$ cat config.mk
export PLATFORM = sky130hd
export DESIGN_NAME = e2q_trig_cell
export DESIGN_NICKNAME = d
export VERILOG_FILES = /design/src/hw/rtl/e2q_pkg.sv /design/src/hw/rtl/e2q_trig_cell.sv
export SDC_FILE = /design/constraint.sdc
export NUM_CORES = 1
export LEC_CHECK = 0
export BUFFER_PORTS_ARGS = -buffer_cell sky130_fd_sc_hd__buf_2
export CAP_MARGIN = 10
export CORE_MARGIN = 1
export CORE_UTILIZATION = 30
export DETAILED_ROUTE_END_ITERATION = 16
export PLACE_DENSITY_LB_ADDON = 0.15
export SYNTH_ARGS = -nofsm -noshare
export SYNTH_HDL_FRONTEND = slang
export SYNTH_SLANG_ARGS = --single-unit
$ cat constraint.sdc
create_clock -name clock -period 3.3 [get_ports clock]
set_input_delay 0.495 -clock clock [delete_from_list [all_inputs] [get_ports clock]]
set_output_delay 0.495 -clock clock [all_outputs]
set_load 0.02 [all_outputs]
$ cat src/hw/rtl/e2q_pkg.sv
// ----------------------------------------------------------------------------
// e2q_pkg
// Shared types, constants and tables of the Euler-angle to quaternion unit.
// ----------------------------------------------------------------------------
package e2q_pkg;

   // Field widths of the transaction payloads and the default CORDIC cell count
   localparam int ANGLE_BITS      = 16;
   localparam int QUAT_BITS       = 16;
   localparam int TRIG_STAGES_DEF = 16;

   // Angle units: 1/256 degree of half angle
   localparam int TURN_UNITS         = 92160;
   localparam int HALF_TURN_UNITS    = 46080;
   localparam int QUARTER_TURN_UNITS = 23040;

   // Degrees-to-radians factor (Q46) and CORDIC gain compensation (Q30)
   localparam logic [32:0] RAD_PER_UNIT_Q46 = 33'd4797524517;
   localparam int          CORDIC_GAIN_Q30  = 652032874;
   // Largest radian magnitude after folding (90 degrees, Q30)
   localparam int          RAD_LIMIT_Q30    = 1686629713;

   // Datapath widths: CORDIC lanes and multiplier operands
   localparam int CW = 34;
   localparam int TW = 32;

   // Turn reduction: a non-negative offset, then one compare/subtract per step
   localparam int    RED_WIDTH  = ((ANGLE_BITS > 17) ? ANGLE_BITS : 17) + 1;
   localparam int    RED_STEPS  = RED_WIDTH - 16;
   localparam longint RED_OFFSET = longint'(TURN_UNITS) *
      (((longint'(1) << (ANGLE_BITS - 1)) + longint'(TURN_UNITS) - 1) /
       longint'(TURN_UNITS));

   // Pipeline depths outside the CORDIC chain
   localparam int PREP_LATENCY = RED_STEPS + 5;
   localparam int COMB_LATENCY = 6;

   // atan(2^-i) in Q30 radians
   localparam logic [31:0] ATAN_Q30 [32] = '{
      32'h3243F6A8, 32'h1DAC6705, 32'h0FADBAFC, 32'h07F56EA6, 32'h03FEAB76,
      32'h01FFD55B, 32'h00FFFAAA, 32'h007FFF55, 32'h003FFFEA, 32'h001FFFFD,
      32'h000FFFFF, 32'h0007FFFF, 32'h0003FFFF, 32'h0001FFFF, 32'h0000FFFF,
      32'h00007FFF, 32'h00003FFF, 32'h00001FFF, 32'h00000FFF, 32'h000007FF,
      32'h000003FF, 32'h000001FF, 32'h000000FF, 32'h0000007F, 32'h0000003F,
      32'h0000001F, 32'h0000000F, 32'h00000008, 32'h00000004, 32'h00000002,
      32'h00000001, 32'h00000000
   };

   typedef struct packed {
      logic signed [ANGLE_BITS-1:0] roll_angle;
      logic signed [ANGLE_BITS-1:0] pitch_angle;
      logic signed [ANGLE_BITS-1:0] yaw_angle;
   } req_type;

   typedef struct packed {
      logic signed [QUAT_BITS-1:0] quat_x;
      logic signed [QUAT_BITS-1:0] quat_y;
      logic signed [QUAT_BITS-1:0] quat_z;
      logic signed [QUAT_BITS-1:0] quat_w;
   } rsp_type;

   // One CORDIC lane as it moves from cell to cell
   typedef struct packed {
      logic signed [CW-1:0] x;
      logic signed [CW-1:0] y;
      logic signed [CW-1:0] z;
      logic                 neg;
   } trig_lane_type;

endpackage

$ cat src/hw/rtl/e2q_trig_cell.sv
// ----------------------------------------------------------------------------
// e2q_trig_cell
// One rotation-mode CORDIC iteration, registered; cells chain into a row.
// ----------------------------------------------------------------------------
module e2q_trig_cell
   import e2q_pkg::*;
#(
   parameter int STAGE = 0
)
(
   input  logic          clock,
   input  trig_lane_type lane_in,
   output trig_lane_type lane_out
);

   localparam logic signed [CW-1:0] ATAN_I = $signed(CW'(ATAN_Q30[STAGE]));

   trig_lane_type       lane_ff;
   trig_lane_type       lane_nx;
   logic signed [CW-1:0] dx;
   logic signed [CW-1:0] dy;

   // Rotate toward z = 0
   always_comb begin
      dx          = lane_in.y >>> STAGE;
      dy          = lane_in.x >>> STAGE;
      lane_nx.neg = lane_in.neg;
      if (!lane_in.z[CW-1]) begin
         lane_nx.x = lane_in.x - dx;
         lane_nx.y = lane_in.y + dy;
         lane_nx.z = lane_in.z - ATAN_I;
      end else begin
         lane_nx.x = lane_in.x + dx;
         lane_nx.y = lane_in.y - dy;
         lane_nx.z = lane_in.z + ATAN_I;
      end
   end

   always_ff @(posedge clock) begin
      lane_ff <= lane_nx;
   end

   assign lane_out = lane_ff;

endmodule

==> flow_metrics.env, run 1 <==
export IMPL_synth_warnings=0
export IMPL_largest_reg_flops=102
export IMPL_synth_edf_count=0
export IMPL_crit_path_max_fanout=3
export IMPL_ys_top_cells_by_area="sky130_fd_sc_hd__dfxtp_1 (21%), sky130_fd_sc_hd__ha_1 (17%), sky130_fd_sc_hd__a21oi_1 (6.7%)"
export IMPL_timing_critical_path_buf_inv=1
export IMPL_power_density_cell_area_nw_per_um2=429
export IMPL_routedWlPerCell_um=17.3
export IMPL_syn_avg_cell_area_um2=7.82
export IMPL_synth_top_area_share_pct=21.4
export IMPL_finalCritPeriodShare_pct=90.0
export IMPL_count_of_cell_types_in_the_netlist=77
export IMPL_areaGrowthSynthToFinish_pct=24.4
export IMPL_die_area_um2=32500
export IMPL_grt_pass1_wl_um=51100
export IMPL_netlist_top_cells_count="sky130_fd_sc_hd__ha_1 (128), sky130_fd_sc_hd__a21oi_1 (127), sky130_fd_sc_hd__inv_1 (113)"
export IMPL_detailroute_via_count=9746
export IMPL_totalWireLength_um=32600
export IMPL_synthDominantAreaCellType="sky130_fd_sc_hd__dfxtp_1"
export IMPL_total_track_usage_pct=19.8
export IMPL_cts_reportedPaths_clkPinSlew_ps=80
export IMPL_via_per_inst=5.18
export IMPL_seq_cells_post_synth=102
export IMPL_critical_path_required_ps=3600
export IMPL_num_antenna_cells=0
export IMPL_postSynth_topFlopCell="sky130_fd_sc_hd__dfxtp_1"
export IMPL_grt_setup_unrepaired="false"
export IMPL_cts_max_level=3
export IMPL_worst_pin_slew_ps=732
export IMPL_largest_net_degree_at_the_start_of_global_routing=57
export IMPL_use_met1_pct=26.9
export IMPL_post_cts_resized_instances=0
export IMPL_fillerInstances=3296
export IMPL_grt_overflow_total=0
export IMPL_drc=0
export IMPL_cp_start_kind="input pin"
export IMPL_chipHeight_um=180
export IMPL_final_hold_violation_count=0
export IMPL_initial_utilization_pct=30.8
export IMPL_cts_tree="done"
export IMPL_detailed_place_hpwl_um=26600
export IMPL_worstPathArrival_ps=3270
export IMPL_cell_count_after_synthesis=1219
export IMPL_timing_critical_path_slowest_cell_delay_ps=420
export IMPL_finalSetupTns_ps=0
export IMPL_post_route_min_period_ps=2970
export IMPL_number_of_buffers_inserted_by_post_cts_setup_repair=0
export IMPL_leakage_nw=5.69
export IMPL_nNetsFinal=1716
export IMPL_synth_seq_area_share_pct=21.4
export IMPL_floorplan_rows=64
export IMPL_antenna_found_initial=0
export IMPL_syn_nets=1455
export IMPL_crit_path_end_kind="flop"
export IMPL_cts_root_to_sink_buffers=2
export IMPL_tritoncts_num_sinks=102
export IMPL_vias_in_the_first_global_route=9403
export IMPL_pin_count=207
export IMPL_drv_cap=0
export IMPL_drt_pass1_iterations=5
export IMPL_outcome="finished clean"
export IMPL_top_achievable_clock_speed_mhz=337
export IMPL_layout_core_utilization_pct=38.4
export IMPL_detail_route_antenna_nets=0
export IMPL_share_of_final_layout_standard_cells_stronger_than_drive_strength_1_pct=23.2
export IMPL_cts_hold_buf=0
export IMPL_globalRoute_busiestLayer="met2"
export IMPL_min_path_type="input pin to flop"
export IMPL_relSlewSlack_pct=49.9
export IMPL_clk_root_buffer_cell="sky130_fd_sc_hd__clkbuf_16"
export IMPL_gr_usage_met2_pct=32.1
export IMPL_first_iter_violations=711
export IMPL_portBuffers=206
export IMPL_crit_path_top_delay_cell="sky130_fd_sc_hd__fa_1"
export IMPL_finalMaxSlewViolations=0
export IMPL_ir_worst_vdd_mv=0.249
export IMPL_use_met3_pct=2.89
export IMPL_crit_type="input pin to flop"
export IMPL_yosys_cell_count_top_type="sky130_fd_sc_hd__ha_1"
export IMPL_synth_cell_area_um2=9530
export IMPL_cp_top_family="compound AO/OA/AOI/OAI gates"
export IMPL_numCtsBuffers=9
export IMPL_path_cells="buf_2 > ha_1 > fa_1 > nor2b_1 > o21ai_0 > a311oi_1 > a211oi_2 > a21oi_1 > a211o_1 > a211oi_1 > xor2_1"
export IMPL_die_w_um=180
export IMPL_finalSetupViolations=0
export IMPL_finalWeightedCongestion=0.889
export IMPL_synth_async_sr_flop_share_pct=0
export IMPL_core_region_area_um2=30900
## through the flow
step	instance area [um^2]	setup slack, ps	power (mW)	hold slack, ps	cells
2_1_floorplan	9540	28.1	3.12	523	1219
3_3_place_gp	11600	13.7	4.01	597	1865
3_5_place_dp	11600	-31.4	4.00	599	1865
4_1_cts	11900	343	5.15	205	1881
5_1_grt	11900	151	5.43	208	1881
6_report	11900	329	5.09	227	1881
## metal layers
| metal | vias to the layer above | share of wire [%] |
|---|---|---|
| met1 | 4528 | 47 |
| li1 | 4867 | - |
| met4 | 0 | 1.8 |
| met5 | - | 0 |
| met2 | 316 | 45 |
| met3 | 35 | 5.6 |
## area by class of cell
cell class                      instances  area, um^2  share of cell area [%]
Clock buffer                            9         225                    1.90
Timing Repair Buffer                  302        1770                    14.9
Multi-Input combinational cell        950        6830                    57.6
Sequential cell                       102        2040                    17.2
Clock inverter                          7        63.8                   0.538
Tap cell                              396         495                    4.18
Inverter                              115         433                    3.65
## kinds of logic (layout without fill, tap and decap cells)
kind of cell,Yosys count,in the layout,synth area share [%]
AO/OA/AOI/OAI,417,417,29.0
multiplexers,18,18,1.89
flip-flops,102,102,21.4
adder cells (fa/ha/maj),132,132,17.6
buffers and inverters,167,433,6.97
XOR/XNOR,83,83,7.63
AND/OR/NAND/NOR,300,300,15.4
## cells in the final DEF, fill, tap and decap left out, types with 12 or more instances in the layout
cell type	n
sky130_fd_sc_hd__nor2_1	99
sky130_fd_sc_hd__o21bai_1	19
sky130_fd_sc_hd__xnor2_1	68
sky130_fd_sc_hd__nand2_1	56
sky130_fd_sc_hd__a21oi_1	127
sky130_fd_sc_hd__o31ai_1	17
sky130_fd_sc_hd__o21ai_0	71
sky130_fd_sc_hd__nand2b_1	12
sky130_fd_sc_hd__mux2i_1	18
sky130_fd_sc_hd__nand3_1	25
sky130_fd_sc_hd__inv_1	113
sky130_fd_sc_hd__buf_4	96
sky130_fd_sc_hd__ha_1	128
sky130_fd_sc_hd__xor2_1	15
sky130_fd_sc_hd__buf_2	205
sky130_fd_sc_hd__a211oi_1	21
sky130_fd_sc_hd__nor3_1	22
sky130_fd_sc_hd__o211ai_1	17
sky130_fd_sc_hd__dfxtp_1	102
sky130_fd_sc_hd__a21o_1	38
sky130_fd_sc_hd__nor2b_1	17
sky130_fd_sc_hd__o21a_1	19
sky130_fd_sc_hd__nand4_1	18
## power breakdown
part | switching (mW) | internal [mW] | leakage (nW)
Sequential | 0.0725 | 1.51 | 0.861
Combinational | 1.47 | 0.927 | 4.68
Clock | 0.577 | 0.534 | 0.142
Total | 2.12 | 2.97 | 5.69
## path summary, 6_finish.rpt
path	to	cells after the start	start
max	lane_out[67]	11	lane_in[35]
min	lane_out[1]	1	lane_in[1]
No activity file was read; power rests on OpenSTA's default activity.
==> run 2, diff against run 1 <==
--- a/config.mk
+++ b/config.mk
@@ -7,8 +7,10 @@
 export LEC_CHECK = 0
 export BUFFER_PORTS_ARGS = -buffer_cell sky130_fd_sc_hd__buf_2
 export CAP_MARGIN = 10
+export CELL_PAD_IN_SITES_DETAIL_PLACEMENT = 1
+export CELL_PAD_IN_SITES_GLOBAL_PLACEMENT = 2
 export CORE_MARGIN = 1
-export CORE_UTILIZATION = 30
+export CORE_UTILIZATION = 29
 export DETAILED_ROUTE_END_ITERATION = 16
 export PLACE_DENSITY_LB_ADDON = 0.15
 export SYNTH_ARGS = -nofsm -noshare
==> run 2 against run 1 <==
  * Count of clock-buffer cells in the layout increased by 1
  * Non-clock buffer count increased by 19
  * Utilization decreased by 1.2 points
  * Die area increased by 3.4%
  * Design area increased by 1.8%
  * Setup slack got worse by 43 ps
  * Global-route usage increased by 1.9 points
  * Critical path depth increased by 2
  * Sequential share of layout area decreased by 0.30 points
  * Final cell count increased by 3.5%
  * Clock power increased by 4%
==> flow_metrics.env, run 2 (same netlist as run 1, synthesis figures left out) <==
export IMPL_finalCritPeriodShare_pct=91.3
export IMPL_p_clk_share_pct=22.1
export IMPL_via_per_inst=5.08
export IMPL_clk_root_buffer_cell="sky130_fd_sc_hd__clkbuf_16"
export IMPL_tritoncts_num_sinks=102
export IMPL_share_of_final_layout_standard_cells_stronger_than_drive_strength_1_pct=24.1
export IMPL_number_of_buffers_inserted_by_post_cts_setup_repair=0
export IMPL_cts_max_level=3
export IMPL_min_path_cells=1
export IMPL_p_total_mw=5.22
export IMPL_vias_in_the_first_global_route=10000
export IMPL_totalWireLength_um=36100
export IMPL_drv_cap=0
export IMPL_worstPathArrival_ps=3320
export IMPL_cts_root_to_sink_buffers=2
export IMPL_worst_pin_slew_ps=857
export IMPL_multi_input_comb_area_um2=6830
export IMPL_detail_route_antenna_nets=0
export IMPL_comb_power_share_pct=47.8
export IMPL_total_track_usage_pct=21.7
export IMPL_sequentialPowerShare_pct=30.2
export IMPL_power_switching_mw=2.15
export IMPL_cts_hold_buf=0
export IMPL_initial_utilization_pct=29.4
export IMPL_die_area_um2=33600
export IMPL_largest_reg_flops=102
export IMPL_relSlewSlack_pct=42.3
export IMPL_post_cts_resized_instances=0
export IMPL_finalSetupViolations=0
export IMPL_post_route_min_period_ps=3010
export IMPL_top_achievable_clock_speed_mhz=332
export IMPL_fillerInstances=3992
export IMPL_core_region_area_um2=32500
export IMPL_power_density_cell_area_nw_per_um2=433
export IMPL_cp_start_kind="input pin"
export IMPL_critical_path_required_ps=3600
export IMPL_crit_path_end_kind="flop"
export IMPL_ir_worst_vdd_mv=0.267
export IMPL_crit_path_max_fanout=5
export IMPL_final_area_um2=12100
export IMPL_grt_setup_unrepaired="false"
export IMPL_area_used_by_sequential_logic_in_the_layout_um2=2040
export IMPL_pin_count=207
export IMPL_detailed_place_hpwl_um=30100
export IMPL_p_int_mw=3.07
export IMPL_chipHeight_um=183
export IMPL_outcome="finished clean"
export IMPL_leakage_nw=5.78
export IMPL_die_w_um=183
export IMPL_min_path_type="input pin to flop"
export IMPL_cts_tree="done"
export IMPL_drc=0
export IMPL_numCtsBuffers=9
export IMPL_commonest_cells_after_routing_fill_and_taps_aside="sky130_fd_sc_hd__buf_2 (205), sky130_fd_sc_hd__ha_1 (128), sky130_fd_sc_hd__a21oi_1 (127), sky130_fd_sc_hd__buf_4 (115), sky130_fd_sc_hd__inv_1 (113)"
export IMPL_largest_net_degree_at_the_start_of_global_routing=54
export IMPL_final_hold_violation_count=0
export IMPL_antenna_found_initial=0
export IMPL_finalWeightedCongestion=0.860
export IMPL_grt_overflow_total=0
export IMPL_first_iter_violations=497
export IMPL_routedWlPerCell_um=18.5
export IMPL_grt_pass1_wl_um=56300
export IMPL_sw_frac_of_total_pct=41.2
export IMPL_detailroute_via_count=9883
export IMPL_final_common_cell="sky130_fd_sc_hd__buf_2"
export IMPL_finalMaxSlewViolations=0
export IMPL_num_antenna_cells=0
export IMPL_floorplan_rows=66
export IMPL_drt_pass1_iterations=5
export IMPL_hold_start="lane_in[0]"
export IMPL_timing_hold_worst_endpoint="lane_out[0]"
export IMPL_cts_reportedPaths_clkPinSlew_ps=70
export IMPL_areaGrowthSynthToFinish_pct=26.6
export IMPL_placement_cell_area_um2=11800
export IMPL_finalSetupTns_ps=0
export IMPL_crit_type="input pin to flop"
export IMPL_nNetsFinal=1735
export IMPL_portBuffers=206
run 2: worst max-delay path, cell delays in order:
cell	delay [ps]
sky130_fd_sc_hd__buf_2	90
sky130_fd_sc_hd__inv_1	40
sky130_fd_sc_hd__ha_1	370
sky130_fd_sc_hd__buf_4	170
sky130_fd_sc_hd__a21o_1	190
sky130_fd_sc_hd__nor4_1	360
sky130_fd_sc_hd__nor4b_2	420
sky130_fd_sc_hd__nor3_1	140
sky130_fd_sc_hd__o211ai_1	280
sky130_fd_sc_hd__buf_4	170
sky130_fd_sc_hd__a21oi_1	80
sky130_fd_sc_hd__o31ai_1	330
sky130_fd_sc_hd__xnor2_1	170
run 2: layout make-up:
cell class | instances | share of cell area, %
multi-input combinational | 950 | 56.6
sequential | 102 | 16.9
timing repair buffer | 321 | 15.8
tap | 442 | 4.58
inverter | 115 | 3.59
clock buffer | 10 | 1.90
clock inverter | 6 | 0.570
run 2: per-layer routing:
metal,GRT usage [%],routed length [um],up-vias
li1,-,-,4902
met1,29.3,17600,4737
met2,36.1,16800,218
met3,2.30,1150,26
met4,6.23,576,0
met5,0,0,-
run 2: worst max-delay path by stage:
stage | start | endpoint | cells after the start
floorplan | lane_in[34] | lane_out[30] | 12
global placement | lane_in[42] | lane_out[98] | 12
finish | lane_in[42] | lane_out[96] | 13
global route | lane_in[42] | lane_out[96] | 13
detailed placement | lane_in[42] | lane_out[98] | 12
CTS | lane_in[42] | lane_out[98] | 12
run 2: per-stage QoR:
stage / worst slack (ps) / util, % / std cells / hold slack (ps)
after floorplan: 28.1 / - / 1219 / 523
after global placement: -42.0 / 36.3 / 1930 / 597
after detailed placement: -18.8 / 36.3 / 1930 / 599
after CTS: 338 / 37.2 / 1946 / 195
after global routing: 75.0 / 37.2 / 1946 / 206
final: 286 / 37.2 / 1946 / 217
run 2: power by group through the flow:
stage	clock network, mW	registers (mW)	logic (mW)
after floorplan	0	1.97	1.15
after global placement	0	1.60	2.48
after detailed placement	0	1.61	2.49
after CTS	1.21	1.58	2.51
after global routing	1.25	1.60	2.71
final	1.15	1.58	2.49
==> run 3, diff against run 2 <==
--- a/config.mk
+++ b/config.mk
@@ -12,6 +12,7 @@
 export CORE_MARGIN = 1
 export CORE_UTILIZATION = 29
 export DETAILED_ROUTE_END_ITERATION = 16
+export GPL_TIMING_DRIVEN = 0
 export PLACE_DENSITY_LB_ADDON = 0.15
 export SYNTH_ARGS = -nofsm -noshare
 export SYNTH_HDL_FRONTEND = slang
==> run 3 against run 2 <==
  * Utilization fell by 1.7 points
  * Sequential power barely moved
  * Combinational power fell by 6%
  * Critical path type unchanged
  * Power fell by 1.5%
  * Routed wire length rose by 2.7%
  * Hold slack got worse by 7.2 ps
==> flow_metrics.env, run 3 (same netlist as run 1, synthesis figures left out) <==
export IMPL_cts_reportedPaths_clkPinSlew_ps=70
export IMPL_first_iter_violations=445
export IMPL_areaGrowthSynthToFinish_pct=20.8
export IMPL_sw_frac_of_total_pct=41.2
export IMPL_fillerInstances=4046
export IMPL_post_route_min_period_ps=3170
export IMPL_chipHeight_um=183
export IMPL_final_hold_worst_slack_ps=210
export IMPL_area_used_by_sequential_logic_in_the_layout_um2=2040
export IMPL_cts_tree="done"
export IMPL_routedWlPerCell_um=19.7
export IMPL_finalCritPeriodShare_pct=96.1
export IMPL_power_density_cell_area_nw_per_um2=447
export IMPL_power_switching_mw=2.12
export IMPL_nNetsFinal=1672
export IMPL_final_common_cell="sky130_fd_sc_hd__buf_2"
export IMPL_timing_critical_path_buf_inv=3
export IMPL_placement_cell_area_um2=11100
export IMPL_finalMaxSlewViolations=0
export IMPL_post_route_worst_setup_slack_ps=127
export IMPL_finalNonFillerCells=1882
export IMPL_cts_max_level=3
export IMPL_grt_pass1_wl_um=56800
export IMPL_largest_net_degree_at_the_start_of_global_routing=26
export IMPL_top_achievable_clock_speed_mhz=315
export IMPL_tritoncts_num_sinks=102
export IMPL_antenna_found_initial=0
export IMPL_place_worst_setup_slack_ps=-1080
export IMPL_grt_overflow_total=0
export IMPL_totalWireLength_um=37100
export IMPL_share_of_final_layout_standard_cells_stronger_than_drive_strength_1_pct=19.3
export IMPL_vias_in_the_first_global_route=9851
export IMPL_path_cells="buf_2 > inv_1 > ha_1 > buf_6 > or4_4 > or3_4 > nor2_1 > o21ai_2 > a311oi_1 > o21ai_0 > o31ai_1 > xnor2_1"
export IMPL_drc=0
export IMPL_total_track_usage_pct=22.1
export IMPL_detail_route_antenna_nets=0
export IMPL_ir_worst_vdd_mv=0.242
export IMPL_die_w_um=183
export IMPL_p_clk_share_pct=23.7
export IMPL_initial_utilization_pct=29.4
export IMPL_pin_count=207
export IMPL_detailed_place_hpwl_um=30000
export IMPL_worstPathArrival_ps=3400
export IMPL_numCtsBuffers=9
export IMPL_comb_power_share_pct=45.7
export IMPL_min_path_type="input pin to flop"
export IMPL_drt_pass1_iterations=5
export IMPL_cp_top_family="simple AND/OR/NAND/NOR gates"
export IMPL_core_region_area_um2=32500
export IMPL_critical_path_required_ps=3530
export IMPL_drv_cap=0
export IMPL_layout_core_utilization_pct=35.5
export IMPL_outcome="finished clean"
export IMPL_leakage_nw=5.38
export IMPL_floorplan_rows=66
export IMPL_numPlacedInstances=1867
export IMPL_commonest_cells_after_routing_fill_and_taps_aside="sky130_fd_sc_hd__buf_2 (222), sky130_fd_sc_hd__ha_1 (128), sky130_fd_sc_hd__a21oi_1 (127), sky130_fd_sc_hd__inv_1 (113), sky130_fd_sc_hd__dfxtp_1 (102)"
export IMPL_relSlewSlack_pct=26.6
export IMPL_cts_root_to_sink_buffers=2
export IMPL_clk_root_buffer_cell="sky130_fd_sc_hd__clkbuf_16"
export IMPL_crit_path_end_kind="flop"
export IMPL_crit_path_top_delay_cell="sky130_fd_sc_hd__or4_4"
export IMPL_grt_setup_unrepaired="true"
export IMPL_num_antenna_cells=0
export IMPL_final_hold_violation_count=0
export IMPL_multi_input_comb_area_um2=6870
export IMPL_cp_start_kind="input pin"
export IMPL_final_area_um2=11500
export IMPL_detailroute_via_count=9741
export IMPL_largest_reg_flops=102
export IMPL_worst_pin_slew_ps=1100
export IMPL_sequentialPowerShare_pct=30.6
export IMPL_finalSetupViolations=0
export IMPL_die_area_um2=33600
export IMPL_crit_path_max_fanout=8
export IMPL_crit_type="input pin to flop"
export IMPL_via_per_inst=5.18
export IMPL_portBuffers=206
export IMPL_timing_critical_path_slowest_cell_delay_ps=520
export IMPL_finalWeightedCongestion=0.873
export IMPL_p_int_mw=3.02
-- run 3: routing by layer --
metal	wire [um]	up-vias	global-route usage, %
li1	-	4780	-
met1	17900	4646	29.6
met2	16500	257	35.6
met3	1450	58	2.64
met4	1260	0	9.63
met5	0	-	0
-- run 3: what timing repair did --
| action | 4_1_cts | 5_1_grt |
|---|---|---|
| resized for setup | 8 | 13 |
| buffers inserted | 1 | 0 |
| hold buffers | 0 | 0 |
| pin swaps | 2 | 2 |
| setup endpoints to repair | 14 | 12 |
-- run 3: through the flow --
step / TNS (ps) / power [mW]
floorplan: 0 / 3.12
global placement: -16270 / 3.92
detailed placement: -16770 / 3.93
CTS: 0 / 5.20
global route: -60.2 / 5.46
finish: 0 / 5.14
-- run 3: worst paths after layout --
| check | cells after the start | start | end |
|---|---|---|---|
| setup / recovery | 12 | lane_in[47] | lane_out[96] |
| hold / removal | 1 | lane_in[1] | lane_out[1] |
-- run 3: cell type report --
| type | count | share of cell area, % |
|---|---|---|
| Sequential cell | 102 | 17.7 |
| Inverter | 115 | 3.79 |
| Tap cell | 442 | 4.80 |
| Buffer | 51 | 2.09 |
| Timing Repair Buffer | 207 | 9.15 |
| Multi-Input combinational cell | 950 | 59.6 |
| Clock buffer | 10 | 2.08 |
| Clock inverter | 5 | 0.717 |
-- run 3: power by group through the flow --
stage	clock [mW]	sequential, mW	combinational, mW
after CTS	1.27	1.58	2.34
after floorplan	0	1.97	1.15
after global routing	1.31	1.60	2.55
after global placement	0	1.60	2.32
final	1.22	1.58	2.35
after detailed placement	0	1.61	2.33
